File: config.mk
export PLATFORM = sky130hd
export DESIGN_NAME = raster_lightpen_interrupt_unit_top
export DESIGN_NICKNAME = d
export VERILOG_FILES = /design/src/sv/rlpi_pkg.sv /design/src/sv/rlpi_apb_regs.sv /design/src/sv/rlpi_core.sv /design/src/sv/raster_lightpen_interrupt_unit_top.sv
export SDC_FILE = /design/constraint.sdc
export NUM_CORES = 1
export LEC_CHECK = 0
export BUFFER_PORTS_ARGS = -buffer_cell sky130_fd_sc_hd__buf_2
export CAP_MARGIN = 40
export CORE_ASPECT_RATIO = 0.6
export CORE_MARGIN = 1
export CORE_UTILIZATION = 35
export DETAILED_ROUTE_END_ITERATION = 10
export MAX_ROUTING_LAYER = met4
export SLEW_MARGIN = 15
export SYNTH_ARGS = -nofsm -noshare
export SYNTH_HDL_FRONTEND = slang
export SYNTH_SLANG_ARGS = --single-unit
File: constraint.sdc
create_clock -name aclk -period 9.5 [get_ports aclk]
set_input_delay 1.425 -clock aclk [delete_from_list [all_inputs] [get_ports aclk]]
set_output_delay 1.425 -clock aclk [all_outputs]
set_load 0.005 [all_outputs]
File: src/sv/rlpi_pkg.sv
// Package for the raster and light-pen interrupt unit.
// Holds the shared types, command and register codes, and revision decode functions.
// No dependencies.
`timescale 1ns / 1ps

package rlpi_pkg;

    // Command codes carried by an input word.
    typedef enum logic [1:0] {
        CMD_TICK  = 2'd0,
        CMD_FRAME = 2'd1,
        CMD_LATCH = 2'd2,
        CMD_ACK   = 2'd3
    } cmd_t;

    // Register indexes on the configuration port (byte address / 4).
    localparam logic [1:0] REG_REVISION = 2'd0;
    localparam logic [1:0] REG_COMPARE  = 2'd1;
    localparam logic [1:0] REG_MASK     = 2'd2;

    // Chip revisions.
    localparam logic [2:0] REV_PAL_R1     = 3'd0;
    localparam logic [2:0] REV_PAL_8565   = 3'd2;
    localparam logic [2:0] REV_NTSC_6567  = 3'd3;
    localparam logic [2:0] REV_NTSC_R56A  = 3'd4;
    localparam logic [2:0] REV_NTSC_8562  = 3'd5;

    // Reset values of the configuration registers.
    localparam logic [2:0] REVISION_RESET = REV_PAL_8565;
    localparam logic [8:0] COMPARE_RESET  = 9'd0;
    localparam logic [3:0] MASK_RESET     = 4'd0;

    // Beam position constants.
    localparam logic [8:0] PEN_LINE_LAST  = 9'd311;
    localparam logic [6:0] PEN_CYCLE_WRAP = 7'd14;
    localparam logic [6:0] PEN_CYCLE_ONE  = 7'd1;
    localparam logic [9:0] X_BASE_PAL     = 10'd392;
    localparam logic [9:0] X_BASE_NTSC    = 10'd400;
    localparam logic [7:0] FRAME_X_PAL    = 8'd209;
    localparam logic [7:0] FRAME_X_NTSC   = 8'd213;

    // Flag bit positions.
    localparam int unsigned FLAG_RASTER = 0;
    localparam int unsigned FLAG_PEN    = 3;

    typedef struct packed {
        logic [2:0] revision;
        logic [8:0] compare_line;
        logic [3:0] enable_mask;
    } cfg_t;

    typedef struct packed {
        cmd_t       cmd;
        logic [6:0] raster_cycle;
        logic [8:0] line_counter;
        logic       pen_level;
        logic [3:0] ack_bits;
    } item_t;

    typedef struct packed {
        logic [3:0] pending_flags;
        logic       irq_active;
        logic [7:0] pen_x;
        logic [8:0] pen_y;
    } result_t;

    // Revision codes above the NTSC 8562 act as the PAL 8565.
    function automatic logic [2:0] eff_rev(input logic [2:0] rev);
        return (rev > REV_NTSC_8562) ? REV_PAL_8565 : rev;
    endfunction

    function automatic logic is_ntsc(input logic [2:0] rev);
        return eff_rev(rev) >= REV_NTSC_6567;
    endfunction

    // Cycles per raster line.
    function automatic logic [6:0] line_len(input logic [2:0] rev);
        logic [2:0] r;
        r = eff_rev(rev);
        if (r == REV_NTSC_R56A) return 7'd64;
        if (r == REV_NTSC_6567 || r == REV_NTSC_8562) return 7'd65;
        return 7'd63;
    endfunction

    // Light-pen X offset of the revision.
    function automatic logic [9:0] pen_offset(input logic [2:0] rev);
        logic [2:0] r;
        r = eff_rev(rev);
        return (r == REV_PAL_8565 || r == REV_NTSC_8562) ? 10'd2 : 10'd4;
    endfunction

endpackage

File: src/sv/rlpi_apb_regs.sv
// APB configuration registers of the raster and light-pen interrupt unit.
// Depends on rlpi_pkg.
`timescale 1ns / 1ps

module rlpi_apb_regs
    import rlpi_pkg::*;
(
    input  logic        aclk,
    input  logic        aresetn,
    input  logic        psel,
    input  logic        penable,
    input  logic        pwrite,
    input  logic [3:0]  paddr,
    input  logic [31:0] pwdata,
    output logic [31:0] prdata,
    output logic        pready,
    output cfg_t        cfg
);

    cfg_t cfg_reg;
    cfg_t cfg_next;
    logic wr_en;
    logic [1:0] reg_idx;

    assign pready  = 1'b1;
    assign wr_en   = psel && penable && pwrite;
    assign reg_idx = paddr[3:2];
    assign cfg     = cfg_reg;

    // Register write decode.
    always_comb begin
        cfg_next = cfg_reg;
        if (wr_en) begin
            unique case (reg_idx)
                REG_REVISION: cfg_next.revision     = pwdata[2:0];
                REG_COMPARE:  cfg_next.compare_line = pwdata[8:0];
                REG_MASK:     cfg_next.enable_mask  = pwdata[3:0];
                default: ;
            endcase
        end
    end

    always_ff @(posedge aclk) begin
        if (!aresetn) begin
            cfg_reg.revision     <= REVISION_RESET;
            cfg_reg.compare_line <= COMPARE_RESET;
            cfg_reg.enable_mask  <= MASK_RESET;
        end else begin
            cfg_reg <= cfg_next;
        end
    end

    // Read data mux.
    always_comb begin
        unique case (reg_idx)
            REG_REVISION: prdata = {29'd0, cfg_reg.revision};
            REG_COMPARE:  prdata = {23'd0, cfg_reg.compare_line};
            REG_MASK:     prdata = {28'd0, cfg_reg.enable_mask};
            default:      prdata = 32'd0;
        endcase
    end

endmodule

File: src/sv/rlpi_core.sv
// Interrupt state and per-word evaluation of the raster and light-pen unit.
// Depends on rlpi_pkg.
`timescale 1ns / 1ps

module rlpi_core
    import rlpi_pkg::*;
(
    input  logic    aclk,
    input  logic    aresetn,
    input  cfg_t    cfg,
    input  item_t   item,
    input  logic    advance,
    output result_t result
);

    logic       match_prev_reg, match_prev_next;
    logic [3:0] flag_reg, flag_next;
    logic       pen_prev_reg, pen_prev_next;
    logic       pen_done_reg, pen_done_next;
    logic [7:0] pen_x_reg, pen_x_next;
    logic [8:0] pen_y_reg, pen_y_next;

    logic [9:0]  cmp_val;
    logic        match;
    logic        pen_event;
    logic [9:0]  beam_pos;
    logic [10:0] beam_x;
    logic [2:0]  rev;

    assign rev = eff_rev(cfg.revision);

    // Raster compare: in the last cycle of a line the next line is used.
    assign cmp_val = {1'b0, item.line_counter}
                   + {9'd0, (item.raster_cycle >= line_len(cfg.revision))};
    assign match   = (cmp_val == {1'b0, cfg.compare_line});

    // Falling pen edge, once per frame, not on the last line except in cycle one.
    assign pen_event = pen_prev_reg && !item.pen_level && !pen_done_reg
                    && !(item.line_counter == PEN_LINE_LAST
                         && item.raster_cycle != PEN_CYCLE_ONE);

    // Beam X position of the pen event.
    always_comb begin
        if (item.raster_cycle < PEN_CYCLE_WRAP) begin
            beam_pos = (is_ntsc(cfg.revision) ? X_BASE_NTSC : X_BASE_PAL)
                     + {item.raster_cycle, 3'd0};
        end else begin
            beam_pos = {item.raster_cycle - PEN_CYCLE_WRAP, 3'd0};
        end
    end
    assign beam_x = {1'b0, beam_pos} + {1'b0, pen_offset(cfg.revision)};

    // Next state for one word.
    always_comb begin
        match_prev_next = match_prev_reg;
        flag_next       = flag_reg;
        pen_prev_next   = pen_prev_reg;
        pen_done_next   = pen_done_reg;
        pen_x_next      = pen_x_reg;
        pen_y_next      = pen_y_reg;
        unique case (item.cmd)
            CMD_TICK: begin
                if (match && !match_prev_reg) flag_next[FLAG_RASTER] = 1'b1;
                match_prev_next = match;
                if (pen_event) begin
                    pen_x_next    = beam_x[8:1];
                    pen_y_next    = item.line_counter;
                    pen_done_next = 1'b1;
                    if (rev != REV_PAL_R1 && rev != REV_NTSC_R56A) begin
                        flag_next[FLAG_PEN] = 1'b1;
                    end
                end
                pen_prev_next = item.pen_level;
            end
            CMD_FRAME: begin
                pen_done_next = 1'b0;
            end
            CMD_LATCH: begin
                pen_x_next          = is_ntsc(cfg.revision) ? FRAME_X_NTSC : FRAME_X_PAL;
                pen_y_next          = 9'd0;
                flag_next[FLAG_PEN] = 1'b1;
                pen_done_next       = 1'b1;
            end
            CMD_ACK: begin
                flag_next = flag_reg & ~item.ack_bits;
            end
            default: ;
        endcase
    end

    always_ff @(posedge aclk) begin
        if (!aresetn) begin
            match_prev_reg <= 1'b0;
            flag_reg       <= 4'd0;
            pen_prev_reg   <= 1'b1;
            pen_done_reg   <= 1'b0;
            pen_x_reg      <= 8'd0;
            pen_y_reg      <= 9'd0;
        end else if (advance) begin
            match_prev_reg <= match_prev_next;
            flag_reg       <= flag_next;
            pen_prev_reg   <= pen_prev_next;
            pen_done_reg   <= pen_done_next;
            pen_x_reg      <= pen_x_next;
            pen_y_reg      <= pen_y_next;
        end
    end

    // Result of the word being evaluated.
    assign result.pending_flags = flag_next;
    assign result.irq_active    = |(flag_next & cfg.enable_mask);
    assign result.pen_x         = pen_x_next;
    assign result.pen_y         = pen_y_next;

`ifndef ASSERT_OFF
    a_frame_clears_done: assert property (@(posedge aclk) disable iff (!aresetn)
        advance && item.cmd == CMD_FRAME |=> !pen_done_reg)
        else $error("begin frame did not clear the pen latch lock");

    a_ack_clears: assert property (@(posedge aclk) disable iff (!aresetn)
        advance && item.cmd == CMD_ACK |=> (flag_reg & $past(item.ack_bits)) == 4'd0)
        else $error("acknowledged flags still pending");

    a_latch_sets_pen: assert property (@(posedge aclk) disable iff (!aresetn)
        advance && item.cmd == CMD_LATCH |=> flag_reg[FLAG_PEN] && pen_done_reg
                                          && pen_y_reg == 9'd0)
        else $error("frame-start latch did not set the pen state");

    a_pen_prev_hold: assert property (@(posedge aclk) disable iff (!aresetn)
        advance && item.cmd != CMD_TICK |=> $stable(pen_prev_reg) && $stable(match_prev_reg))
        else $error("edge history changed on a non-tick command");
`endif

endmodule

File: src/sv/raster_lightpen_interrupt_unit_top.sv
// Top level of the raster and light-pen interrupt unit.
// Depends on rlpi_pkg, rlpi_apb_regs and rlpi_core.
`timescale 1ns / 1ps

// Usage:
// The input channel (s_valid/s_ready) takes one word per emulated video cycle:
// a command, the raster cycle and line, the light pen level and acknowledge bits.
// The result channel (m_valid/m_ready) returns one word per input word: the
// pending flags, the masked IRQ line and the latched pen coordinates.
// A word is captured in an input register, evaluated in one pass against the
// interrupt state, and its result lands in an output register, which drives
// m_valid. One word per cycle is sustained while the receiver keeps m_ready
// high; the state update between the two registers sets that figure.
// When the receiver stalls, the result waits in the output register while the
// input register still takes one more word; s_ready then drops until m_ready.
// The APB port writes revision (0x0), raster compare line (0x4) and IRQ enable
// mask (0x8); write only while the block is idle.
// Reset (aresetn low, synchronous) empties both registers, clears all flags
// and latches, marks the pen released and restores the register defaults.
module raster_lightpen_interrupt_unit_top
    import rlpi_pkg::*;
(
    input  logic        aclk,
    input  logic        aresetn,
    // Configuration port
    input  logic        psel,
    input  logic        penable,
    input  logic        pwrite,
    input  logic [3:0]  paddr,
    input  logic [31:0] pwdata,
    output logic [31:0] prdata,
    output logic        pready,
    // Input channel
    input  logic        s_valid,
    output logic        s_ready,
    input  logic [1:0]  s_cmd,
    input  logic [6:0]  s_raster_cycle,
    input  logic [8:0]  s_line_counter,
    input  logic        s_pen_level,
    input  logic [3:0]  s_ack_bits,
    // Result channel
    output logic        m_valid,
    input  logic        m_ready,
    output logic [3:0]  m_pending_flags,
    output logic        m_irq_active,
    output logic [7:0]  m_pen_x,
    output logic [8:0]  m_pen_y
);

    cfg_t    cfg;
    item_t   item_reg;
    logic    in_valid_reg;
    result_t res_next;
    result_t res_reg;
    logic    out_valid_reg;
    logic    advance;

    rlpi_apb_regs u_regs (
        .aclk    (aclk),
        .aresetn (aresetn),
        .psel    (psel),
        .penable (penable),
        .pwrite  (pwrite),
        .paddr   (paddr),
        .pwdata  (pwdata),
        .prdata  (prdata),
        .pready  (pready),
        .cfg     (cfg)
    );

    // The stored word moves on when the output register is free or being read.
    assign advance = in_valid_reg && (!out_valid_reg || m_ready);
    assign s_ready = !in_valid_reg || advance;

    // Input register.
    always_ff @(posedge aclk) begin
        if (!aresetn) begin
            in_valid_reg <= 1'b0;
        end else if (s_ready) begin
            in_valid_reg <= s_valid;
        end
    end

    always_ff @(posedge aclk) begin
        if (s_valid && s_ready) begin
            item_reg.cmd          <= cmd_t'(s_cmd);
            item_reg.raster_cycle <= s_raster_cycle;
            item_reg.line_counter <= s_line_counter;
            item_reg.pen_level    <= s_pen_level;
            item_reg.ack_bits     <= s_ack_bits;
        end
    end

    rlpi_core u_core (
        .aclk    (aclk),
        .aresetn (aresetn),
        .cfg     (cfg),
        .item    (item_reg),
        .advance (advance),
        .result  (res_next)
    );

    // Output register.
    always_ff @(posedge aclk) begin
        if (!aresetn) begin
            out_valid_reg <= 1'b0;
        end else if (advance) begin
            out_valid_reg <= 1'b1;
        end else if (m_ready) begin
            out_valid_reg <= 1'b0;
        end
    end

    always_ff @(posedge aclk) begin
        if (advance) begin
            res_reg <= res_next;
        end
    end

    assign m_valid         = out_valid_reg;
    assign m_pending_flags = res_reg.pending_flags;
    assign m_irq_active    = res_reg.irq_active;
    assign m_pen_x         = res_reg.pen_x;
    assign m_pen_y         = res_reg.pen_y;

endmodule
==> metrics.md <==
| Metric | Value |
|---|---|
| Routed Antenna Nets | 0 |
| Hold Buf Count CTS | 0 |
| Total gr overflow | 0 |
| Global placer's final weighted congestion | 0.824 |
| CTS H-tree depth | 3 |
| YS warnings | 0 |
| RSZ-0062 raised after global routing | no |
| Post-synthesis register bit count | 87 |
| Setup TNS Final | 0 ns |
| Initial DRC count | 281 |
| Most common cell in the netlist | edfxtp_1 |
| Worst Skew | 0.00626 ns |
| Pre-CTS setup slack | 5.23 ns |
| Die W | 148 um |
| Clock tree sinks | 87 |
| Yosys top cell area share | a little under a third |
| First-pass GRT wire length | 15300 um |
| Port Buffers | 73 |
| Sequential element share of the synthesized area | 49.2% |
| Die ar. | 13200 um2 |
| Reg2reg path depth | 16 |
| Largest net degree at the start of global routing | 36 |
| Hold_ws | 0.435 ns |
| Synth Area in Adders | roughly 5.2% |
| Post-synthesis cell type count | 61 |
| Syn Area/Cell | 10.7 um2 |
| Worst EP arrival | 4.47 ns |
| Core Util, Final | 42.2% |
| Area of the multi-input gates | 2010 um2 |
| Leak | 2.15 nW |
| Min-Delay Path Depth | 2 |
| Largest register FFs | 23 |
| Period minus WS final | approximately 4.3 ns |
| F_max | 233 MHz |
| Total wire length | 9670 um |
| CTS Buf Count | 9 |
| Die height | slightly below 90 um |
| Simple-gate share of the synthesized area | 17.0% |
| Synth Area in XOR/XNOR | under 10% |
| DPL Wire Length | 7210 um |
| Starting Density | 36.4% |
| Main synth FF type | edfxtp_1 |
| Outcome | finished clean |
| CTS tree | built |
| Post_cts resized | 0 |
| Vias per cell | 4.92 |
| Yosys top cell by area | edfxtp_1 |
| Synth Area in Compound Gates | 13.8% |
| Mux cell area share after synthesis | 5.39% |
| Total GRT Usage | between 10% and 20% |
| Worst-margin pin slew | approximately 0.82 ns |
| CTS root buf | clkbuf_16 |
| Final slew viol count | 0 |
| Slew margin rel. | between 40% and 50% |
| Clock Path Buffers | 2 |
| Final nets | 566 |
| Core Box Area | 12200 um2 |
| Post-synth top cells | edfxtp_1 (45), dfxtp_1 (42), nand2_1 (40), buf_4 (25), mux2i_1 (24) |
| Final period utilization | 45.2% |
| Kind of start point of the critical path | flop |
| # fillers | 1185 |
| HP Class | flop to flop |
| Synthesized area | about 4500 um2 |
| Final worst setup slack | between 5 and 6 ns |
| Post-synth EDFFs | 45 |
| Layout area overhead | 15.8% |
| Peak VDD IR | ~0.00009 V |
| Final setup fails | 0 |
| # diodes | 0 |
| Avg WL per Cell | between 10 and 15 um |
| Critical path peak fanout | 8 |
| Async SR Flop Fraction | 0% |
| DRT Pass-1 Iters | 5 |
| Kind of critical path | flop to flop |
| Initial antenna violation count | 0 |
| Vias in the first global route | between 2000 and 3000 |
| Reg area | 2190 um2 |
| Worst EP required | 9.68 ns |
| Share of cells above drive strength 1 | a little over a fifth |
| Crit. End Element | flop |
| Synth top area cells | edfxtp_1 (30%), dfxtp_1 (19%), mux2i_1 (5.4%) |
| Main combinational cell family by area after synthesis | simple AND/OR/NAND/NOR gates |
| Final-report hold violation count | 0 |
| Pwr dens | 166 nW/um2 |
| Post-CTS Setup Bufs | 0 |
| # rows | 31 |
| Clock Latency Late Sink | ~0.34 ns |
| Clock transition at path regs | 0.07 ns |
| Gate Count Post-Synth | 418 |
| Routed vias | 3205 |
| # DRC | 0 |
| I/O pin total | ~120 |
| Max cap viols | 0 |
-- per-layer routing --
metal | GRT usage [%] | up-vias | routed length, um
met5 | - | - | 0
met4 | 4.78 | 0 | 129
met3 | 4.44 | 14 | 697
met2 | 20.5 | 119 | 3560
met1 | 23.4 | 1482 | 5280
li1 | - | 1590 | -
-- metrics by stage --
step | cell area [um2] | power, mW | instances
2_1_floorplan | 4540 | 0.485 | 440
3_3_place_gp | 4830 | 0.504 | 634
3_5_place_dp | 4850 | 0.507 | 636
4_1_cts | 5160 | 0.866 | 652
5_1_grt | 5160 | 0.891 | 652
6_report | 5160 | 0.858 | 652
-- layout by cell type, fill, tap and decap left out, types with 15 or more instances in the layout --
cell type | synthesis | routed
o21ai_0 | 15 | 15
nand2_1 | 40 | 40
dfxtp_1 | 42 | 42
conb_1 | 2 | 24
nand3_1 | 17 | 17
buf_2 | 3 | 73
nor2b_1 | 23 | 23
mux2i_1 | 24 | 24
edfxtp_1 | 45 | 45
ha_1 | 17 | 17
-- worst max-delay path, stage by stage (launching register included) --
cell,delay (ns)
dfxtp_1,0.42
nor2b_1,0.24
a21o_1,0.35
ha_1,0.29
a21o_1,0.15
a21o_1,0.17
a21o_1,0.17
a21oi_1,0.13
o21ai_0,0.15
ha_1,0.26
ha_1,0.26
and4_1,0.22
o21ai_0,0.16
a31oi_1,0.12
a2111oi_1,0.66
a21oi_1,0.20
o21ai_1,0.20
-- kinds of logic after synthesis --
| family | count (synthesis) |
|---|---|
| simple gates | 138 |
| flops | 87 |
| mux | 24 |
| compound gates | 85 |
| other cells | 2 |
| fa+ha+maj | 18 |
| buf+inv | 57 |
| xor+xnor | 7 |
-- path summary, 6_finish.rpt --
| kind | startpoint | to | slack, ns |
|---|---|---|---|
| max | u_regs.cfg[13] | m_irq_active | 5.20 |
| min | u_core.flag_reg[1] | u_core.flag_reg[1] | 0.43 |
| max reg2reg | u_regs.cfg[13] | m_irq_active | 5.20 |
| min reg2reg | u_core.flag_reg[1] | u_core.flag_reg[1] | 0.43 |
-- area by class of cell --
type                       count  share of cell area (%)
clock inverter                 7                    1.50
timing repair buffer          76                    7.67
multi-input combinational    296                    39.1
clock buffer                   9                    4.37
inverter                      12                   0.874
sequential                    87                    42.5
tap                          165                    4.00
-- report_power, final --
part,internal [mW],switching [mW]
clock network,0.206,0.152
registers,0.411,0.0127
logic,0.0317,0.0437
Power figures use the tool's default switching activity.
